==> config.mk <==
export PLATFORM = sky130hd
export DESIGN_NAME = distance_table_stats_and_sort
export DESIGN_NICKNAME = d
export VERILOG_FILES = /design/src/sv/dtss_pkg.sv /design/src/sv/dtss_cell.sv /design/src/sv/dtss_stats.sv /design/src/sv/distance_table_stats_and_sort.sv
export SDC_FILE = /design/constraint.sdc
export NUM_CORES = 2
export LEC_CHECK = 0
export BUFFER_PORTS_ARGS = -buffer_cell sky130_fd_sc_hd__buf_2
export CORE_ASPECT_RATIO = 0.9
export CORE_MARGIN = 5
export CORE_UTILIZATION = 40
export CTS_CLUSTER_DIAMETER = 120
export CTS_CLUSTER_SIZE = 12
export DETAILED_ROUTE_END_ITERATION = 10
export GPL_TIMING_DRIVEN = 1
export PLACE_DENSITY = 0.52
export SLEW_MARGIN = 20
export SYNTH_ARGS = -nofsm -noshare
export SYNTH_HDL_FRONTEND = slang
export SYNTH_SLANG_ARGS = --single-unit
==> constraint.sdc <==
create_clock -name clk -period 6.2 [get_ports clk]
set_input_delay 0.31 -clock clk [delete_from_list [all_inputs] [get_ports clk]]
set_output_delay 0.31 -clock clk [all_outputs]
set_load 0.02 [all_outputs]
==> src/sv/dtss_pkg.sv <==
// Types and constants shared by the distance sort and statistics block.
`timescale 1ns / 1ps

package dtss_pkg;

  localparam int MaxRecordsDefault = 32;
  localparam int TagW   = 8;
  localparam int DistW  = 16;
  localparam int SumW   = 21;
  localparam int RepW   = 6;
  localparam int CfgIdxW = 1;
  localparam int CfgDataW = 16;

  localparam logic [DistW-1:0] FAR_LIMIT_RST  = 16'd200;
  localparam logic [DistW-1:0] NEAR_LIMIT_RST = 16'd80;

  typedef enum logic [CfgIdxW-1:0] {
    REG_FAR_LIMIT  = 1'b0,
    REG_NEAR_LIMIT = 1'b1
  } cfg_reg_t;

  typedef struct packed {
    logic [TagW-1:0]  record_tag;
    logic [DistW-1:0] distance;
    logic             final_record;
  } in_item_t;

  typedef struct packed {
    logic [TagW-1:0]  sorted_tag;
    logic [DistW-1:0] sorted_distance;
    logic             end_of_run;
    logic [SumW-1:0]  distance_total;
    logic [RepW-1:0]  record_count;
    logic [TagW-1:0]  farthest_tag;
    logic [TagW-1:0]  nearest_tag;
    logic [RepW-1:0]  far_total;
    logic [RepW-1:0]  near_total;
    logic             overflowed;
  } out_item_t;

  // One record held by a cell of the sorting row.
  typedef struct packed {
    logic [TagW-1:0]  tag;
    logic [DistW-1:0] distance;
  } rec_t;

  // Per-cycle command broadcast to every cell.
  typedef struct packed {
    logic insert;
    logic shift;
  } cell_ctl_t;

  // Statistics reported with every result.
  typedef struct packed {
    logic [SumW-1:0] sum;
    logic [TagW-1:0] far_tag;
    logic [TagW-1:0] near_tag;
    logic [RepW-1:0] far_cnt;
    logic [RepW-1:0] near_cnt;
    logic            dropped;
  } stats_t;

endpackage

==> src/sv/dtss_cell.sv <==
// One cell of the insertion sorting row: holds a record, inserts or shifts.
`timescale 1ns / 1ps

module dtss_cell #(
  parameter int IDX   = 0,
  parameter int CNT_W = 6
) (
  input  logic               clk,
  input  dtss_pkg::cell_ctl_t ctl,
  input  logic [CNT_W-1:0]   cnt,
  input  dtss_pkg::rec_t     new_rec,
  input  dtss_pkg::rec_t     left_rec,
  input  logic               left_keep,
  input  dtss_pkg::rec_t     right_rec,
  output dtss_pkg::rec_t     rec,
  output logic               keep
);
  import dtss_pkg::*;

  rec_t rec_r;
  rec_t rec_nxt;
  logic occ;

  assign occ  = cnt > CNT_W'(IDX);
  // Equal distances stay ahead of the newcomer, which keeps arrival order.
  assign keep = occ && (new_rec.distance >= rec_r.distance);
  assign rec  = rec_r;

  always_comb begin
    rec_nxt = rec_r;
    if (ctl.insert) begin
      if (!keep) begin
        rec_nxt = left_keep ? new_rec : left_rec;
      end
    end else if (ctl.shift) begin
      rec_nxt = right_rec;
    end
  end

  always_ff @(posedge clk) begin
    rec_r <= rec_nxt;
  end

endmodule

==> src/sv/dtss_stats.sv <==
// Running sum, first largest and smallest record and threshold counts of a set.
`timescale 1ns / 1ps

module dtss_stats #(
  parameter int CNT_W = 6
) (
  input  logic                       clk,
  input  logic                       rst_n,
  input  logic                       upd,
  input  logic                       drop,
  input  logic                       clr,
  input  logic                       first,
  input  dtss_pkg::rec_t             rec,
  input  logic [dtss_pkg::DistW-1:0] far_limit,
  input  logic [dtss_pkg::DistW-1:0] near_limit,
  output dtss_pkg::stats_t           stats
);
  import dtss_pkg::*;

  logic [SumW-1:0]  sum_r, sum_nxt;
  logic [TagW-1:0]  far_tag_r, far_tag_nxt, near_tag_r, near_tag_nxt;
  logic [DistW-1:0] far_dist_r, far_dist_nxt, near_dist_r, near_dist_nxt;
  logic [CNT_W-1:0] far_cnt_r, far_cnt_nxt, near_cnt_r, near_cnt_nxt;
  logic             drop_r, drop_nxt;
  logic [SumW:0]    sum_wide;

  assign sum_wide = {1'b0, sum_r} + (SumW + 1)'(rec.distance);

  always_comb begin
    sum_nxt       = sum_r;
    far_tag_nxt   = far_tag_r;
    far_dist_nxt  = far_dist_r;
    near_tag_nxt  = near_tag_r;
    near_dist_nxt = near_dist_r;
    far_cnt_nxt   = far_cnt_r;
    near_cnt_nxt  = near_cnt_r;
    drop_nxt      = drop_r;
    if (clr) begin
      sum_nxt       = '0;
      far_tag_nxt   = '0;
      far_dist_nxt  = '0;
      near_tag_nxt  = '0;
      near_dist_nxt = '0;
      far_cnt_nxt   = '0;
      near_cnt_nxt  = '0;
      drop_nxt      = 1'b0;
    end else if (drop) begin
      drop_nxt = 1'b1;
    end else if (upd) begin
      // The sum saturates rather than wrapping.
      sum_nxt = sum_wide[SumW] ? {SumW{1'b1}} : sum_wide[SumW-1:0];
      if (first || rec.distance > far_dist_r) begin
        far_tag_nxt  = rec.tag;
        far_dist_nxt = rec.distance;
      end
      if (first || rec.distance < near_dist_r) begin
        near_tag_nxt  = rec.tag;
        near_dist_nxt = rec.distance;
      end
      if (rec.distance > far_limit) begin
        far_cnt_nxt = far_cnt_r + CNT_W'(1);
      end
      if (rec.distance < near_limit) begin
        near_cnt_nxt = near_cnt_r + CNT_W'(1);
      end
    end
  end

  always_ff @(posedge clk) begin
    if (!rst_n) begin
      sum_r       <= '0;
      far_tag_r   <= '0;
      far_dist_r  <= '0;
      near_tag_r  <= '0;
      near_dist_r <= '0;
      far_cnt_r   <= '0;
      near_cnt_r  <= '0;
      drop_r      <= 1'b0;
    end else begin
      sum_r       <= sum_nxt;
      far_tag_r   <= far_tag_nxt;
      far_dist_r  <= far_dist_nxt;
      near_tag_r  <= near_tag_nxt;
      near_dist_r <= near_dist_nxt;
      far_cnt_r   <= far_cnt_nxt;
      near_cnt_r  <= near_cnt_nxt;
      drop_r      <= drop_nxt;
    end
  end

  assign stats.sum      = sum_r;
  assign stats.far_tag  = far_tag_r;
  assign stats.near_tag = near_tag_r;
  assign stats.far_cnt  = RepW'(far_cnt_r);
  assign stats.near_cnt = RepW'(near_cnt_r);
  assign stats.dropped  = drop_r;

endmodule

==> src/sv/distance_table_stats_and_sort.sv <==
// Top level: loads a record set into a sorting row of cells, then emits it sorted.
//
//   Channel | Direction | Handshake         | Payload
//   in_     | input     | in_valid/in_stall | dtss_pkg::in_item_t
//   out_    | output    | out_valid/out_stall | dtss_pkg::out_item_t
//   cfg_    | input     | cfg_we            | cfg_index, cfg_wdata
//
// Loading accepts one record per cycle: every cell compares the new distance at
// once and the row opens a gap by shifting one place right in that same cycle.
// The final record ends loading; the set of n records then leaves one per cycle
// from the head cell, in any cycle in which out_stall is low.
// Inputs are stalled while a set is being emitted. Reset is synchronous and
// clears the fill count, the statistics and the state; cell contents need none.
`timescale 1ns / 1ps

module distance_table_stats_and_sort #(
  parameter int MAX_RECORDS = dtss_pkg::MaxRecordsDefault
) (
  input  logic                          clk,
  input  logic                          rst_n,
  input  logic                          in_valid,
  output logic                          in_stall,
  input  dtss_pkg::in_item_t            in_payload,
  output logic                          out_valid,
  input  logic                          out_stall,
  output dtss_pkg::out_item_t           out_payload,
  input  logic                          cfg_we,
  input  logic [dtss_pkg::CfgIdxW-1:0]  cfg_index,
  input  logic [dtss_pkg::CfgDataW-1:0] cfg_wdata
);
  import dtss_pkg::*;

  localparam int CNT_W = $clog2(MAX_RECORDS + 1);

  typedef enum logic [1:0] {
    ST_LOAD = 2'b01,
    ST_EMIT = 2'b10
  } state_t;

  state_t           state_r, state_nxt;
  logic [CNT_W-1:0] cnt_r, cnt_nxt;
  logic [CNT_W-1:0] idx_r, idx_nxt;
  logic [DistW-1:0] far_limit_r, near_limit_r;

  logic      in_acc, out_acc, full, ins, last_out;
  rec_t      new_rec;
  cell_ctl_t ctl;
  stats_t    stats;

  rec_t cell_rec  [MAX_RECORDS];
  logic cell_keep [MAX_RECORDS];

  assign in_stall  = (state_r != ST_LOAD);
  assign out_valid = (state_r == ST_EMIT);
  assign in_acc    = in_valid && !in_stall;
  assign out_acc   = out_valid && !out_stall;
  assign full      = (cnt_r == CNT_W'(MAX_RECORDS));
  assign ins       = in_acc && !full;
  assign last_out  = (idx_r == cnt_r - CNT_W'(1));

  assign new_rec.tag      = in_payload.record_tag;
  assign new_rec.distance = in_payload.distance;
  assign ctl.insert       = ins;
  assign ctl.shift        = out_acc;

  always_ff @(posedge clk) begin
    if (!rst_n) begin
      far_limit_r  <= FAR_LIMIT_RST;
      near_limit_r <= NEAR_LIMIT_RST;
    end else if (cfg_we) begin
      case (cfg_index)
        REG_FAR_LIMIT:  far_limit_r  <= cfg_wdata;
        REG_NEAR_LIMIT: near_limit_r <= cfg_wdata;
        default: begin
        end
      endcase
    end
  end

  always_comb begin
    state_nxt = state_r;
    cnt_nxt   = cnt_r;
    idx_nxt   = idx_r;
    case (state_r)
      ST_LOAD: begin
        if (ins) begin
          cnt_nxt = cnt_r + CNT_W'(1);
        end
        if (in_acc && in_payload.final_record) begin
          state_nxt = ST_EMIT;
          idx_nxt   = '0;
        end
      end
      ST_EMIT: begin
        if (out_acc) begin
          if (last_out) begin
            state_nxt = ST_LOAD;
            cnt_nxt   = '0;
          end else begin
            idx_nxt = idx_r + CNT_W'(1);
          end
        end
      end
      default: begin
        state_nxt = ST_LOAD;
      end
    endcase
  end

  always_ff @(posedge clk) begin
    if (!rst_n) begin
      state_r <= ST_LOAD;
      cnt_r   <= '0;
      idx_r   <= '0;
    end else begin
      state_r <= state_nxt;
      cnt_r   <= cnt_nxt;
      idx_r   <= idx_nxt;
    end
  end

  for (genvar i = 0; i < MAX_RECORDS; i++) begin : g_cell
    rec_t left_rec, right_rec;
    logic left_keep;

    if (i == 0) begin : g_head
      assign left_rec  = new_rec;
      assign left_keep = 1'b1;
    end else begin : g_body
      assign left_rec  = cell_rec[i-1];
      assign left_keep = cell_keep[i-1];
    end

    if (i == MAX_RECORDS - 1) begin : g_tail
      assign right_rec = cell_rec[i];
    end else begin : g_inner
      assign right_rec = cell_rec[i+1];
    end

    dtss_cell #(
      .IDX   (i),
      .CNT_W (CNT_W)
    ) u_cell (
      .clk       (clk),
      .ctl       (ctl),
      .cnt       (cnt_r),
      .new_rec   (new_rec),
      .left_rec  (left_rec),
      .left_keep (left_keep),
      .right_rec (right_rec),
      .rec       (cell_rec[i]),
      .keep      (cell_keep[i])
    );
  end

  dtss_stats #(
    .CNT_W (CNT_W)
  ) u_stats (
    .clk        (clk),
    .rst_n      (rst_n),
    .upd        (ins),
    .drop       (in_acc && full),
    .clr        (out_acc && last_out),
    .first      (cnt_r == '0),
    .rec        (new_rec),
    .far_limit  (far_limit_r),
    .near_limit (near_limit_r),
    .stats      (stats)
  );

  assign out_payload.sorted_tag      = cell_rec[0].tag;
  assign out_payload.sorted_distance = cell_rec[0].distance;
  assign out_payload.end_of_run      = last_out;
  assign out_payload.distance_total  = stats.sum;
  assign out_payload.record_count    = RepW'(cnt_r);
  assign out_payload.farthest_tag    = stats.far_tag;
  assign out_payload.nearest_tag     = stats.near_tag;
  assign out_payload.far_total       = stats.far_cnt;
  assign out_payload.near_total      = stats.near_cnt;
  assign out_payload.overflowed      = stats.dropped;

  a_cnt_bound: assert property (@(posedge clk) disable iff (!rst_n)
    cnt_r <= CNT_W'(MAX_RECORDS))
    else $error("fill count exceeds capacity");

  a_final_starts_emit: assert property (@(posedge clk) disable iff (!rst_n)
    (in_acc && in_payload.final_record) |=> (out_valid && cnt_r != '0))
    else $error("final record did not start a non-empty emission");

  a_run_end_clears: assert property (@(posedge clk) disable iff (!rst_n)
    (out_acc && out_payload.end_of_run) |=> (!out_valid && cnt_r == '0))
    else $error("set state not cleared after the last result");

  a_ascending: assert property (@(posedge clk) disable iff (!rst_n)
    (out_acc && !out_payload.end_of_run) |=>
      (out_valid && out_payload.sorted_distance >= $past(out_payload.sorted_distance)))
    else $error("results not in ascending distance order");

  a_store_grows: assert property (@(posedge clk) disable iff (!rst_n)
    ins |=> (cnt_r == $past(cnt_r) + CNT_W'(1)))
    else $error("stored record not counted");

endmodule

==> out/metrics.csv <==
stage;metric;value;unit
pwr;Leakage;25.89;nW
grt;grt total ovfl;0;
clocking;H-Tree Depth;3;
run_status;status;complete, no violations;
timing;min Tclk post-route;4.530;ns
worst_setup_path;worst path cell trace;inv_1 > ha_1 > or3b_4 > nor3_4 > nand2b_4 > buf_4 > a221o_1 > o221a_2;
clocking;Sink Count;896;
synth;Synth Area in Simple Gates;12.06;%
synth;EDFF count, synth;768;
place;RePlAce Congestion;0.8674;
route;vias per inst;6.093;
worst_setup_path;CP Launch Type;register;
timing;final hold vios;0;
timing;fin. max-slew vios;0;
route;via count;49890;
timing;actual slew at the worst max-slew pin;1.264;ns
grt;initial antenna violation count;4;
clocking;Post-CTS Setup Bufs;0;
synth;syn_area_per_cell;9.734;um^2
clocking;clk_lat worst skew;0.70;ns
route;Highest Signal Layer;met4;
route;final WL;212900;um
cells_and_area;fillcell total;14560;
grt;global-route wire length before repair;316800;um
pwr;PD cells;279.2;nW/um^2
cells_and_area;commonest cells after routing, fill and taps aside;768 x edfxtp_1, 679 x nand2_1, 597 x ha_1, 578 x inv_1, 478 x nor2_1;
synth;mux cell area share after synthesis;5.244;%
place;input/output buffers;129;
worst_setup_path;crit path kind;reg -> reg;
timing;RSZ-0062 raised after global routing;false;
worst_hold_path;Hold Path Depth;3;
timing;Final setup viols;0;
worst_setup_path;slowest stage delay, CP;0.83;ns
cells_and_area;P&R area growth vs syn;8.606;%
worst_hold_path;Hold EP;u_stats.far_dist_r[12]$_SDFFE_PP0P_;
timing;Final WS setup;1.670;ns
worst_setup_path;WP data arrival;5.08;ns
route;wire length on met3;16270;um
synth;Ys Warns;0;
job;Max Cap Violations;0;
pwr;Tot Pwr;18.40;mW
worst_setup_path;RR Endpoint;g_cell[12].u_cell.rec[1]$_DFFE_PP_;
route;TritonRoute pass-1 iters;6;
place;hpwl dp;149400;um
timing;Clock Skew;0.03052;ns
worst_setup_path;r2r setup slk;1.67;ns
worst_setup_path;Reg2Reg Depth;8;
synth;prevailing post-synth register cell;edfxtp_1;
worst_setup_path;worst r2r src;cnt_r[0]$_SDFFE_PN0P_;
synth;xor and xnor area share after synthesis;0.4475;%
clocking;number of buffers created by CTS;84;
worst_setup_path;crit path max fanout;66;
worst_setup_path;Top delay family on crit path;simple AND/OR/NAND/NOR gates;
floorplanning;Starting Density;40.27;%
clocking;clk buf depth;3;
worst_setup_path;Worst setup EP type;register;
cells_and_area;Final #Nets;6812;
floorplanning;die width;420.5;um
grt;largest net degree at the start of global routing;135;
route;Met1 Routed Length;100700;um
synth;Seq cells post-synth;896;
synth;post-synthesis sequential area ratio;42.24;%
synth;largest cells by area after synthesis;edfxtp_1 38%, ha_1 12%, mux2i_1 4.8%;
timing;Setup TNS;0;ns
synth;Synth top area share;38.01;%
timing;Final Cycle Share;73.07;%
synth;async set-or-reset flop fraction in the synthesized netlist;0;%
floorplanning;Core Rows;135;
timing;Slew headroom;15.07;%
synth;Syn Std Cell Area;60670;um^2
clocking;CTS root buf;clkbuf_16;
route;residual DRC count;0;
cells_and_area;fraction of layout cells with a size suffix above 1;11.76;%
synth;Adder-Cell Fraction of Synth Area;12.35;%
worst_setup_path;worst path required time;6.74;ns
synth;syn_nets;6878;
synth;Yosys cell types;87;
route;routed len/inst;26.00;um
floorplanning;core area;150700;um^2
cells_and_area;commonest non-fill, non-tap cell in the layout;edfxtp_1;
worst_setup_path;buffer and inverter count on the worst path;2;
clocking;clk slew on worst S/H paths;0.06;ns
timing;worst hold margin;0.1492;ns
grt;vias in the first global route;47400;
floorplanning;DIE AREA;159600;um^2
timing;f_max;220.7;MHz
worst_setup_path;crit path max-delay cell type;a221o_1;
synth;post-synth top area cell;edfxtp_1;
route;Final ANT Viol Nets;0;
worst_hold_path;worst min path class;in -> reg;
floorplanning;# IOs;130;
worst_hold_path;hold_sp;in_payload[13];
pwr;peak supply drop;201.4;uV
place;Place WS;1.745;ns
route;met2 routed WL;91350;um
synth;Syn Inst Count;6233;
clocking;CTS tree;built;
floorplanning;chip height;379.5;um
grt;GR Util All Layers;25.92;%
route;1st-iter DRT viols;5251;
worst_setup_path;Worst path depth;8;
synth;Synth Area in Compound Gates;20.69;%
synth;largest family of logic cells by synthesized area;compound AO/OA/AOI/OAI gates;
[logic make-up after synthesis]
kind of cell	after synthesis
AOI/OAI and AO/OA	1685
and+or+nand+nor	1676
buffers and inverters	1032
DFF	896
adders and majority gates	598
muxes	315
xor gates and xnor gates	31
[per-layer routing]
layer	up-vias	GRT usage, %
met1	24760	39.48
met3	245	3.949
met4	0	5.633
li1	22910	-
met5	-	0
met2	1977	38.72
[how the worst max path moves through the flow]
stage                           from                                  end  slack, ns
2_1_floorplan          in_payload[1]   g_cell[16].u_cell.rec[0]$_DFFE_PP_       1.19
3_3_place_gp   cnt_r[0]$_SDFFE_PN0P_   g_cell[12].u_cell.rec[5]$_DFFE_PP_       1.78
3_5_place_dp   cnt_r[0]$_SDFFE_PN0P_  g_cell[12].u_cell.rec[18]$_DFFE_PP_       1.74
4_1_cts        cnt_r[0]$_SDFFE_PN0P_   g_cell[12].u_cell.rec[1]$_DFFE_PP_       1.72
5_1_grt        cnt_r[0]$_SDFFE_PN0P_   g_cell[12].u_cell.rec[6]$_DFFE_PP_       1.42
6_report       cnt_r[0]$_SDFFE_PN0P_   g_cell[12].u_cell.rec[1]$_DFFE_PP_       1.67
[sequential cells by signal (all words and copies together), names as in the netlist, 8 cells and up]
signal	count
u_stats.near_tag_r	8
u_stats.near_dist_r	16
u_stats.sum_r	21
u_stats.far_dist_r	16
g_cell.u_cell.rec	768
u_stats.far_tag_r	8
far_limit_r	16
near_limit_r	16
[stage by stage]
| step | instances | instance area (um^2) | util [%] |
|---|---|---|---|
| 5_1_grt | 8187 | 65890 | 43.73 |
| 3_3_place_gp | 8049 | 63310 | 42.02 |
| 2_1_floorplan | 6233 | 60670 | - |
| 4_1_cts | 8185 | 65800 | 43.67 |
| 6_report | 8188 | 65890 | 43.73 |
| 3_5_place_dp | 8049 | 63310 | 42.02 |
[timing repair]
action,CTS,global route
endpoints found under the hold margin,32,0
resized for setup,0,0
hold buffers,16,0
[cells in the mapped netlist (55+ instances only)]
cell      count
a21o_1       85
a21oi_1     357
a221oi_2    106
buf_2       134
clkbuf_1    238
dfxtp_1     128
edfxtp_1    768
ha_1        597
inv_1       579
mux2i_1     292
nand2_1     685
nand2b_1     91
nand3_1      80
nand4_1      55
nor2_1      479
nor3_1      173
o21ai_0     331
o21ai_1      57
o221a_2     144
o221ai_1    136
o22ai_1      95
[worst register-to-register path: cells and delay by family, from the launching register on]
family | cells | cell delay (ns)
AOI/OAI and AO/OA | 2 | 1.22
adders and majority gates | 1 | 0.44
buffers and inverters | 2 | 0.87
DFF | 1 | 0.45
and+or+nand+nor | 3 | 1.40
[power breakdown]
group	switching [mW]	internal (mW)
registers	0.870	7.75
logic	2.89	1.86
clock network	2.43	2.58
[layout make-up]
cell class	count	area, um^2	area share [%]
inverter	580	2177	3.304
clock buffer	118	2293	3.481
sequential	896	25620	38.89
multi-input combinational	4305	31060	47.14
timing repair buffer	300	2210	3.353
antenna	1	2.502	0.003798
tap	1986	2485	3.771
clock inverter	2	38.79	0.05887
No activity file was read; power rests on OpenSTA's default activity.
